===== config.mk =====
export PLATFORM = sky130hd
export DESIGN_NAME = stereo_peak_normalizer_unit
export DESIGN_NICKNAME = d
export VERILOG_FILES = /design/src/design/snorm_pkg.sv /design/src/design/snorm_div.sv /design/src/design/stereo_peak_normalizer_unit.sv
export VERILOG_INCLUDE_DIRS = /design/src /design/src/design
export SDC_FILE = /design/constraint.sdc
export NUM_CORES = 1
export LEC_CHECK = 0
export ABC_CLOCK_PERIOD_IN_PS = 9150
export BUFFER_PORTS_ARGS = -buffer_cell sky130_fd_sc_hd__clkbuf_2
export CAP_MARGIN = 20
export CORE_MARGIN = 3
export CORE_UTILIZATION = 62
export DETAILED_ROUTE_END_ITERATION = 10
export PLACE_DENSITY = 0.82
export REMOVE_ABC_BUFFERS = 1
export SYNTH_ARGS = -nofsm -noshare
export SYNTH_HDL_FRONTEND = slang
export SYNTH_SLANG_ARGS = --single-unit

===== constraint.sdc =====
create_clock -name clk -period 9.15 [get_ports clk]
set_input_delay 0 -clock clk [delete_from_list [all_inputs] [get_ports clk]]
set_output_delay 0 -clock clk [all_outputs]
set_load 0.02 [all_outputs]

===== src/design/stereo_peak_normalizer_unit_macros.svh =====
// Assertion macros shared by the stereo peak normalizer RTL.
`ifndef STEREO_PEAK_NORMALIZER_UNIT_MACROS_SVH
`define STEREO_PEAK_NORMALIZER_UNIT_MACROS_SVH

// Same-cycle implication, disabled while reset is asserted.
`define SNORM_ASSERT_IMPL(label, clk, rst_n, ante, cons, msg) \
	label: assert property (@(posedge clk) disable iff (!rst_n) (ante) |-> (cons)) \
		else $error(msg);

// Next-cycle implication, disabled while reset is asserted.
`define SNORM_ASSERT_NEXT(label, clk, rst_n, ante, cons, msg) \
	label: assert property (@(posedge clk) disable iff (!rst_n) (ante) |=> (cons)) \
		else $error(msg);

`endif


===== src/design/snorm_pkg.sv =====
// Shared types and constants of the stereo peak normalizer.
package snorm_pkg;

	localparam int SAMPLE_W  = 16;
	localparam int GAIN_W    = 15;
	localparam int DIVISOR_W = GAIN_W + 1;

	// Numerator of the gain division.
	localparam logic [GAIN_W-1:0] FULL_SCALE = 15'h7FFF;

	// Status of the serial divider.
	typedef struct packed {
		logic busy;
		logic done;
	} div_stat_t;

	typedef enum logic [2:0] {
		ST_IDLE,
		ST_PEAK,
		ST_DIV,
		ST_MUL_L,
		ST_MUL_R,
		ST_OUT
	} snorm_state_t;

endpackage


===== src/design/snorm_div.sv =====
// Restoring serial divider that forms FULL_SCALE / divisor, one quotient bit per cycle.
module snorm_div import snorm_pkg::*; (
	input  logic                 clk,
	input  logic                 arst_n,
	input  logic                 start,
	input  logic [DIVISOR_W-1:0] divisor,
	output div_stat_t            stat,
	output logic [GAIN_W-1:0]    quotient
);

	localparam logic [3:0] LAST_STEP = 4'(GAIN_W - 1);

	logic                 busy_q;
	logic                 done_q;
	logic [3:0]           cnt_q;
	logic [DIVISOR_W-1:0] rem_q;
	logic [DIVISOR_W-1:0] div_q;
	logic [GAIN_W-1:0]    quo_q;

	logic [3:0]           bit_idx;
	logic [DIVISOR_W:0]   trial;
	logic [DIVISOR_W:0]   diff;
	logic                 fits;

	// Bring down the next numerator bit, most significant first.
	always_comb begin
		bit_idx = LAST_STEP - cnt_q;
		trial   = {rem_q, FULL_SCALE[bit_idx]};
		diff    = trial - {1'b0, div_q};
		fits    = trial >= {1'b0, div_q};
	end

	always_ff @(posedge clk or negedge arst_n) begin
		if (!arst_n) begin
			busy_q <= 1'b0;
			done_q <= 1'b0;
			cnt_q  <= '0;
		end else begin
			done_q <= 1'b0;
			if (start) begin
				busy_q <= 1'b1;
				cnt_q  <= '0;
			end else if (busy_q) begin
				cnt_q <= cnt_q + 4'd1;
				if (cnt_q == LAST_STEP) begin
					busy_q <= 1'b0;
					done_q <= 1'b1;
				end
			end
		end
	end

	// The remainder stays below the divisor, so it always fits DIVISOR_W bits.
	always_ff @(posedge clk) begin
		if (start) begin
			rem_q <= '0;
			div_q <= divisor;
			quo_q <= '0;
		end else if (busy_q) begin
			rem_q <= fits ? diff[DIVISOR_W-1:0] : trial[DIVISOR_W-1:0];
			quo_q <= {quo_q[GAIN_W-2:0], fits};
		end
	end

	assign stat.busy = busy_q;
	assign stat.done = done_q;
	assign quotient  = quo_q;

endmodule


===== src/design/stereo_peak_normalizer_unit.sv =====
// Top level of the stereo peak normalizer: sequencer, peak register and shared multiplier.
//
// Each word on the input channel is one stereo pair of signed 16-bit samples. The block
// holds a peak magnitude that only rises (reset clears it to zero); the pair first raises
// it with the left magnitude, then with the right, where the magnitude of -32768 is taken
// as 32767. The gain floor(32767 / (peak + 1)) is then formed by a serial restoring
// divider that yields one quotient bit per clock, and both samples are multiplied by it on
// one shared 16 x 16 multiplier, left first, then right. The output word carries both
// products and the gain that was used; the products always fit 16 bits. The block works
// on one pair at a time and drops in_ready from acceptance until its result word is taken.
// With out_ready held high a pair goes from one acceptance to the next through these steps:
// update the peak and start the divider, the divider steps, take the quotient, the left
// and right multiplier steps, the output word, and acceptance of the next pair. The
// divider loop is the longest of these steps.
`include "stereo_peak_normalizer_unit_macros.svh"

module stereo_peak_normalizer_unit import snorm_pkg::*; (
	input  logic                       clk,
	input  logic                       arst_n,
	input  logic                       in_valid,
	output logic                       in_ready,
	input  logic signed [SAMPLE_W-1:0] left_sample,
	input  logic signed [SAMPLE_W-1:0] right_sample,
	output logic                       out_valid,
	input  logic                       out_ready,
	output logic signed [SAMPLE_W-1:0] left_scaled,
	output logic signed [SAMPLE_W-1:0] right_scaled,
	output logic [GAIN_W-1:0]          gain_used
);

	// Magnitude of a sample; the most negative code saturates to full scale.
	function automatic logic [GAIN_W-1:0] mag_sat(input logic signed [SAMPLE_W-1:0] s);
		logic [SAMPLE_W-1:0] neg;
		neg = SAMPLE_W'(-s);
		if (s == {1'b1, {(SAMPLE_W-1){1'b0}}}) begin
			return FULL_SCALE;
		end else if (s[SAMPLE_W-1]) begin
			return neg[GAIN_W-1:0];
		end else begin
			return s[GAIN_W-1:0];
		end
	endfunction

	snorm_state_t state_q;
	snorm_state_t state_d;

	logic [GAIN_W-1:0]          peak_q;
	logic [GAIN_W-1:0]          gain_q;
	logic signed [SAMPLE_W-1:0] left_q;
	logic signed [SAMPLE_W-1:0] right_q;
	logic signed [SAMPLE_W-1:0] left_scaled_q;
	logic signed [SAMPLE_W-1:0] right_scaled_q;

	logic [GAIN_W-1:0]          mag_l;
	logic [GAIN_W-1:0]          mag_r;
	logic [GAIN_W-1:0]          peak_after_l;
	logic [GAIN_W-1:0]          peak_new;
	logic [DIVISOR_W-1:0]       divisor;
	logic                       div_start;
	div_stat_t                  div_stat;
	logic [GAIN_W-1:0]          quotient;

	logic signed [SAMPLE_W-1:0] mul_a;
	logic signed [31:0]         product;

	// The peak is raised by the left magnitude first, then by the right one.
	always_comb begin
		mag_l        = mag_sat(left_q);
		mag_r        = mag_sat(right_q);
		peak_after_l = (mag_l > peak_q) ? mag_l : peak_q;
		peak_new     = (mag_r > peak_after_l) ? mag_r : peak_after_l;
		divisor      = {1'b0, peak_new} + DIVISOR_W'(1);
	end

	snorm_div u_div (
		.clk      (clk),
		.arst_n   (arst_n),
		.start    (div_start),
		.divisor  (divisor),
		.stat     (div_stat),
		.quotient (quotient)
	);

	// One multiplier serves both channels; the gain is zero-extended to a signed operand.
	assign mul_a   = (state_q == ST_MUL_R) ? right_q : left_q;
	assign product = 32'(mul_a) * 32'($signed({1'b0, gain_q}));

	always_ff @(posedge clk or negedge arst_n) begin
		if (!arst_n) begin
			state_q <= ST_IDLE;
			peak_q  <= '0;
		end else begin
			state_q <= state_d;
			if (state_q == ST_PEAK) begin
				peak_q <= peak_new;
			end
		end
	end

	always_ff @(posedge clk) begin
		if (in_valid && in_ready) begin
			left_q  <= left_sample;
			right_q <= right_sample;
		end
		if (div_stat.done) begin
			gain_q <= quotient;
		end
		if (state_q == ST_MUL_L) begin
			left_scaled_q <= product[SAMPLE_W-1:0];
		end
		if (state_q == ST_MUL_R) begin
			right_scaled_q <= product[SAMPLE_W-1:0];
		end
	end

	// Sequencer: next state and handshake outputs.
	always_comb begin
		state_d   = state_q;
		in_ready  = 1'b0;
		out_valid = 1'b0;
		div_start = 1'b0;
		case (state_q)
			ST_IDLE: begin
				in_ready = 1'b1;
				if (in_valid) begin
					state_d = ST_PEAK;
				end
			end
			ST_PEAK: begin
				div_start = 1'b1;
				state_d   = ST_DIV;
			end
			ST_DIV: begin
				if (div_stat.done) begin
					state_d = ST_MUL_L;
				end
			end
			ST_MUL_L: begin
				state_d = ST_MUL_R;
			end
			ST_MUL_R: begin
				state_d = ST_OUT;
			end
			ST_OUT: begin
				out_valid = 1'b1;
				if (out_ready) begin
					state_d = ST_IDLE;
				end
			end
			default: begin
				state_d = ST_IDLE;
			end
		endcase
	end

	assign left_scaled  = left_scaled_q;
	assign right_scaled = right_scaled_q;
	assign gain_used    = gain_q;

	`SNORM_ASSERT_NEXT(a_peak_monotonic, clk, arst_n, 1'b1, peak_q >= $past(peak_q), "peak level decreased")
	`SNORM_ASSERT_IMPL(a_start_idle_div, clk, arst_n, div_start, !div_stat.busy, "divider restarted while busy")
	`SNORM_ASSERT_IMPL(a_gain_floor, clk, arst_n, out_valid, ((32'(gain_q) * (32'(peak_q) + 32'd1)) <= 32'(FULL_SCALE)) && ((32'(gain_q) * (32'(peak_q) + 32'd1)) + 32'(peak_q) + 32'd1 > 32'(FULL_SCALE)), "gain is not the floor quotient of the peak")

endmodule


## After elaboration in Yosys (flattened, before gate mapping)

Memory sizes are Yosys's and may differ from the RTL's.
Index checks and enable logic that the tools add are counted.

- Equal/unequal tests: 11
- Multiply operators: 1
- Muxes and demuxes: 24
- Order comparisons: 4
- Reductions and logical operators: 4
- $add $sub $neg: 6

Operators with widths:

| operator | number |
|---|---|
| two-way mux 15 bit | 6 |
| == test 16 bit (second input constant) | 2 |
| two-way mux 16 bit | 2 |
| > comparator 15 bit | 2 |
| negator 15 bit | 2 |
| one-hot mux 3 bit (6 select lines) | 1 |
| >= comparator 17 x 16 -> 1 bit | 1 |
| adder 15 x 1 -> 16 bit (second input constant) | 1 |
| multiplier 16 x 16 -> 16 bit | 1 |
| subtractor 16 bit | 1 |
| two-way mux 1 bit | 10 |
| two-way mux 3 bit | 3 |
| two-way mux 4 bit | 2 |
| == test 3 x 2 -> 1 bit (second input constant) | 2 |
| == test 3 bit (second input constant) | 2 |
| less-than comparator 4 x 5 -> 1 bit (second input constant) | 1 |
| adder 4 x 1 -> 4 bit (second input constant) | 1 |
| == test 4 bit (second input constant) | 1 |
| != test 2 bit (second input constant) | 2 |
| subtractor 4 bit (first input constant) | 1 |
| == test 3 x 1 -> 1 bit (second input constant) | 1 |
| logical NOT 3 bit | 1 |
| AND reduction 3 bit | 1 |
| != test 2 x 1 -> 1 bit (second input constant) | 1 |
| other kinds (2) | 2 |

- ROM bits: 16
- Memories: 1
- Output and inout bits: 49
- Register bits: 150
- Input port bits: 36
- Word-level logic and storage cells: 64

Memory list:

| name | words | bits a word | rd ports | clocked after memory_dff | wr ports | line | text |
|---|---|---|---|---|---|---|---|
| (no name shown) | 16 | 1 | 1 | 0 | 0 | snorm_div.sv:28 | `trial = {rem_q, FULL_SCALE[bit_idx]};` |

## Depth between registers and ports, before layout

- Depth after elaboration: 8
- Depth in mapped cells: 34
- Mapped depth without buffers: 30

## Hierarchy

A second synthesis with hierarchy kept.

- Cell total of the unflattened synthesis: 1,284
- Area, all modules: 12,604.6 µm²

Modules (own cells, without submodules):

| module | cells each | sequential area each (µm²) | times used | area an instance (µm²) |
|---|---|---|---|---|
| stereo_peak_normalizer_unit | 1,004 | 2,822.7 | 1 | 9,776.9 |
| snorm_div | 280 | 1,251.2 | 1 | 2,827.7 |

## Least setup slack after synthesis

Ideal clock, no wire load.

- Kind: register -> register
- From: reg state_q[2]
- To: reg left_scaled_q[15] (netlist: left_scaled[15]) (data pin)
- Period minus slack after synthesis: 7.119 ns
- Required time: 8.879 ns
- Library setup time: 0.271 ns
- Data arrival time: 6.848 ns
- Slack: 2.031 ns
- Buffers on the path: 4
- Cell stages (with the launch flop): 29
- Cells stage by stage: dfrtp_1 > clkbuf_1 > nor3b_1 > clkbuf_1 > clkbuf_1 > nor2_1 > a21oi_1 > clkbuf_1 > nor2b_1 > fa_1 > fa_1 > ha_1 > inv_1 > fa_1 > inv_1 > ha_1 > inv_1 > fa_1 > inv_1 > ha_1 > inv_1 > o21bai_1 > a21oi_1 > o21bai_1 > a21oi_1 > nor2b_1 > o21a_1 > o41ai_1 > xnor2_1

- Word-level cells in the longest chain between the ends: 3

Ends and longest elaborated chain:

| what | line | text |
|---|---|---|
| start, declared | stereo_peak_normalizer_unit.sv:44 | `snorm_state_t state_q;` |
| start signal, assigned | stereo_peak_normalizer_unit.sv:93 | `state_q <= state_d;` |
| == test 3 bit | stereo_peak_normalizer_unit.sv:85 | `assign mul_a = (state_q == ST_MUL_R) ? right_q : left_q;` |
| two-way mux 16 bit | stereo_peak_normalizer_unit.sv:85 |  |
| multiplier 16 x 16 -> 16 bit | stereo_peak_normalizer_unit.sv:86 | `assign product = 32'(mul_a) * 32'($signed({1'b0, gain_q}));` |
| via product[15] | stereo_peak_normalizer_unit.sv:64 | `logic signed [31:0] product;` |
| end signal, assigned | stereo_peak_normalizer_unit.sv:109 | `left_scaled_q <= product[SAMPLE_W-1:0];` |
| end, declared | stereo_peak_normalizer_unit.sv:51 | `logic signed [SAMPLE_W-1:0] left_scaled_q;` |

The timed path passes the listed nets, and every way through them passes these cells.
A chain may end at the register's enable or synchronous reset.

## Worst setup path after layout

- From: reg left_q[1]
- To: reg u_div.div_q[14] (data pin)

- Word-level cells in the longest chain between the ends: 8
- Elaborated cells on any way between the ends: 9
- Those cells by class: 2 x add/sub; 2 x order compare; 1 x eq/ne; 4 x mux

Ends and longest elaborated chain:

| what | line | text |
|---|---|---|
| start, declared | stereo_peak_normalizer_unit.sv:49 | `logic signed [SAMPLE_W-1:0] left_q;` |
| start signal, assigned | stereo_peak_normalizer_unit.sv:102 | `left_q <= left_sample;` |
| negator 15 bit | stereo_peak_normalizer_unit.sv:34 | `neg = SAMPLE_W'(-s);` |
| two-way mux 15 bit | stereo_peak_normalizer_unit.sv:37 | `end else if (s[SAMPLE_W-1]) begin` |
| two-way mux 15 bit * | stereo_peak_normalizer_unit.sv:35 | `if (s == {1'b1, {(SAMPLE_W-1){1'b0}}}) begin` |
| > comparator 15 bit | stereo_peak_normalizer_unit.sv:70 | `peak_after_l = (mag_l > peak_q) ? mag_l : peak_q;` |
| two-way mux 15 bit * | stereo_peak_normalizer_unit.sv:70 |  |
| > comparator 15 bit | stereo_peak_normalizer_unit.sv:71 | `peak_new = (mag_r > peak_after_l) ? mag_r : peak_after_l;` |
| two-way mux 15 bit * | stereo_peak_normalizer_unit.sv:71 |  |
| via peak_new[1] | stereo_peak_normalizer_unit.sv:57 | `logic [GAIN_W-1:0] peak_new;` |
| adder 15 x 1 -> 16 bit * | stereo_peak_normalizer_unit.sv:72 | `divisor = {1'b0, peak_new} + DIVISOR_W'(1);` |
| via divisor[14] | stereo_peak_normalizer_unit.sv:58 | `logic [DIVISOR_W-1:0] divisor;` |
| end signal, assigned | snorm_div.sv:57 | `div_q <= divisor;` |
| end, declared | snorm_div.sv:17 | `logic [DIVISOR_W-1:0] div_q;` |

The timed path passes the listed nets; every way through them passes the cells marked *.

==> metrics.txt <==
status=completed; DIE WIDTH=approximately 150 µm; I/O Buffers=84; EDFF count, synth=95; fin area=roughly 0.014 mm²; mapped cell area=between 0.01 and 0.015 mm²; register area share after synthesis=about 33%; most frequent CP cell=ha_1; setup bufs post-CTS=0; Yosys cell types=between 60 and 70; RR Startpoint=left_q[1]; Die Ht=146.9 µm; post-placement cell area=~0.013 mm²; Worst EP required=9.30 ns; setup TNS=0 ns; DRC viols=0; vias=roughly 9400; Slew Limit Fails=0; DPL Wire Length=around 21000 µm; period utilisation layout=slightly below 80%; Area contributors post-synth=edfxtp_1 (23%), fa_1 (13%), ha_1 (9.8%); # setup viols final=0; top_reg_cell synth=edfxtp_1; P&R area growth vs syn=12.96%; drt pass-1 iters=6; largest net degree at the start of global routing=56; Post-synth ARST share=~16%; startpoint types=flop; GRT Util Overall=~28%; total gr overflow=0; Final Hold Fails=0; commonest non-fill, non-tap cell in the layout=inv_1; crit path kind=flop to flop; worst rel slew slack=approximately 30%; die area=0.02159 mm²; global-route wire length before repair=a little under 50000 µm; Yosys top cell area share=23.16%; clk_skew=approximately 0.012 ns; MaxCap Viol Count=0; Worst Tran Pin Value=between 1 and 1.5 ns; nets=roughly 1600; antenna violations before repair=0; DRT antenna net count=0; Worst Path Arrival=roughly 7.3 ns; vias in the first global route=between 9000 and 10000; initial core utilization=64.55%; clk slew on worst S/H paths=0.06 ns; wire per inst=between 15 and 20 µm; GP Congestion=0.9144; max incr delay on CP=about 0.68 ns; Ys Warns=0; most frequent cells in the layout=inv_1 (168), nand2_1 (156), ha_1 (96); post-cts resize count=0; synthesized flop and latch total=150; I/O pin cnt=between 80 and 90; Hold Crit Class=primary input to asynchronous set/reset pin; worst-path maximum fanout=25; beginning of the critical path=left_q[1]; Worst setup EP type=flop; TritonCTS clock tree=built; fmax=approximately 140 MHz; Tmin final=approximately 7.2 ns; # rows=50; post-synthesis instance total=roughly 1300; drt total wl=29570 µm; clk_lat worst skew=roughly 0.43 ns; RSZ-0062 raised after global routing=no; dominant cell type by area after synthesis=edfxtp_1; layout cells sized above 1=between 10 and 15%; Vias/cell=5.725; Slowest-stage cell, CP=or4b_1; syn_area_per_cell=about 9.6 µm²; core area=around 0.019 mm²; H-tree Lvls=4; drt first-iter violations=around 750; Longest Clk Path Bufs=2; Inserted Diodes=0; CTS sink count=150; Root Buffer=clkbuf_16; Num CTS Buffers=17
path summary, 6_finish.rpt:
kind                              endpoint  slack, ns  depth (start not counted)
max                        u_div.div_q[14]       1.96                         28
min                         u_div.cnt_q[3]       0.15                          2
max reg2reg                u_div.div_q[14]       1.96                         28
min reg2reg                  gain_used[14]       0.44                          0
max in group asynchronous     u_div.busy_q       8.53                          2
min in group clk                 left_q[7]       0.29                          2
layout make-up:
| type | count | area (µm²) |
|---|---|---|
| clock buffers | 18 | 429.2 |
| clock inverters | 13 | 202.7 |
| fillers | 1349 | 5167 |
| inverters | 168 | 630.6 |
| multi-input cells | 911 | 7412 |
| flip-flops and latches | 150 | 4075 |
| well taps | 260 | 325.3 |
| repair buffers | 128 | 838.3 |
cell usage after synthesis (12+ instances only):
cell type,count
xnor2_1,66
o21ai_0,49
nor2_1,78
mux2_2,15
nand2_1,156
dfrtp_1,24
nand3_1,21
inv_1,168
xor2_1,26
and3_1,12
and2_1,51
a21oi_1,49
clkbuf_1,38
fa_1,81
mux2i_1,54
edfxtp_1,95
nor2b_1,25
ha_1,96
dfxtp_1,31
kinds of logic (layout without fill, tap and decap cells):
| kind of cell | count (synthesis) | in the layout | share of synthesized area (%) |
|---|---|---|---|
| XOR/XNOR | 92 | 92 | 6.542 |
| buffers and inverters | 218 | 327 | 6.816 |
| flip-flops | 150 | 150 | 33.08 |
| adder cells (fa/ha/maj) | 178 | 178 | 23.01 |
| AND/OR/NAND/NOR | 408 | 408 | 16.24 |
| AO/OA/AOI/OAI | 160 | 160 | 8.005 |
| multiplexers | 73 | 73 | 6.308 |
critical path, delay by kind of cell, from the launching register on:
kind	cells	cell delay [ns]
AND/OR/NAND/NOR	14	3.02
AO/OA/AOI/OAI	6	1.57
adder cells (fa/ha/maj)	4	0.90
buffers and inverters	2	0.49
flip-flops	1	0.44
multiplexers	1	0.32
XOR/XNOR	1	0.19
routing by layer:
metal / vias up / GRT usage [%] / share of wire (%)
met5: - / 0 / 0
met2: 348 / 48.33 / 49
met4: 0 / 10.44 / 3.3
met1: 4547 / 35.55 / 41
li1: 4458 / - / -
met3: 81 / 4.874 / 5.9
per-stage QoR:
stage	setup slack, ns	cells	hold slack, ns	utilization [%]
2_1_floorplan	0.3340	1229	-0.2956	-
3_3_place_gp	2.353	1582	0.06338	67.77
3_5_place_dp	2.070	1582	0.06168	67.77
4_1_cts	2.055	1648	0.1454	72.92
5_1_grt	1.284	1648	0.1856	72.92
6_report	1.962	1648	0.1487	72.92
registers in the layout, summed over array words and instances (netlist names):
register and cells:
right_scaled 16, u_div.div_q 16, right_q 16, state_q 3, u_div.quotient 15, u_div.rem_q 16
u_div.busy_q 1, left_scaled 16, peak_q 15, gain_used 15, u_div.cnt_q 4, left_q 16
u_div.done_q 1
timing repair:
item / in CTS / in global routing
setup endpoints to repair: 0 / 0
endpoints found under the hold margin: 58 / 0
hold buffers: 35 / 0
Power is not shown: default switching activity piles up to over one toggle a cycle in this logic, so the estimate is an artifact.
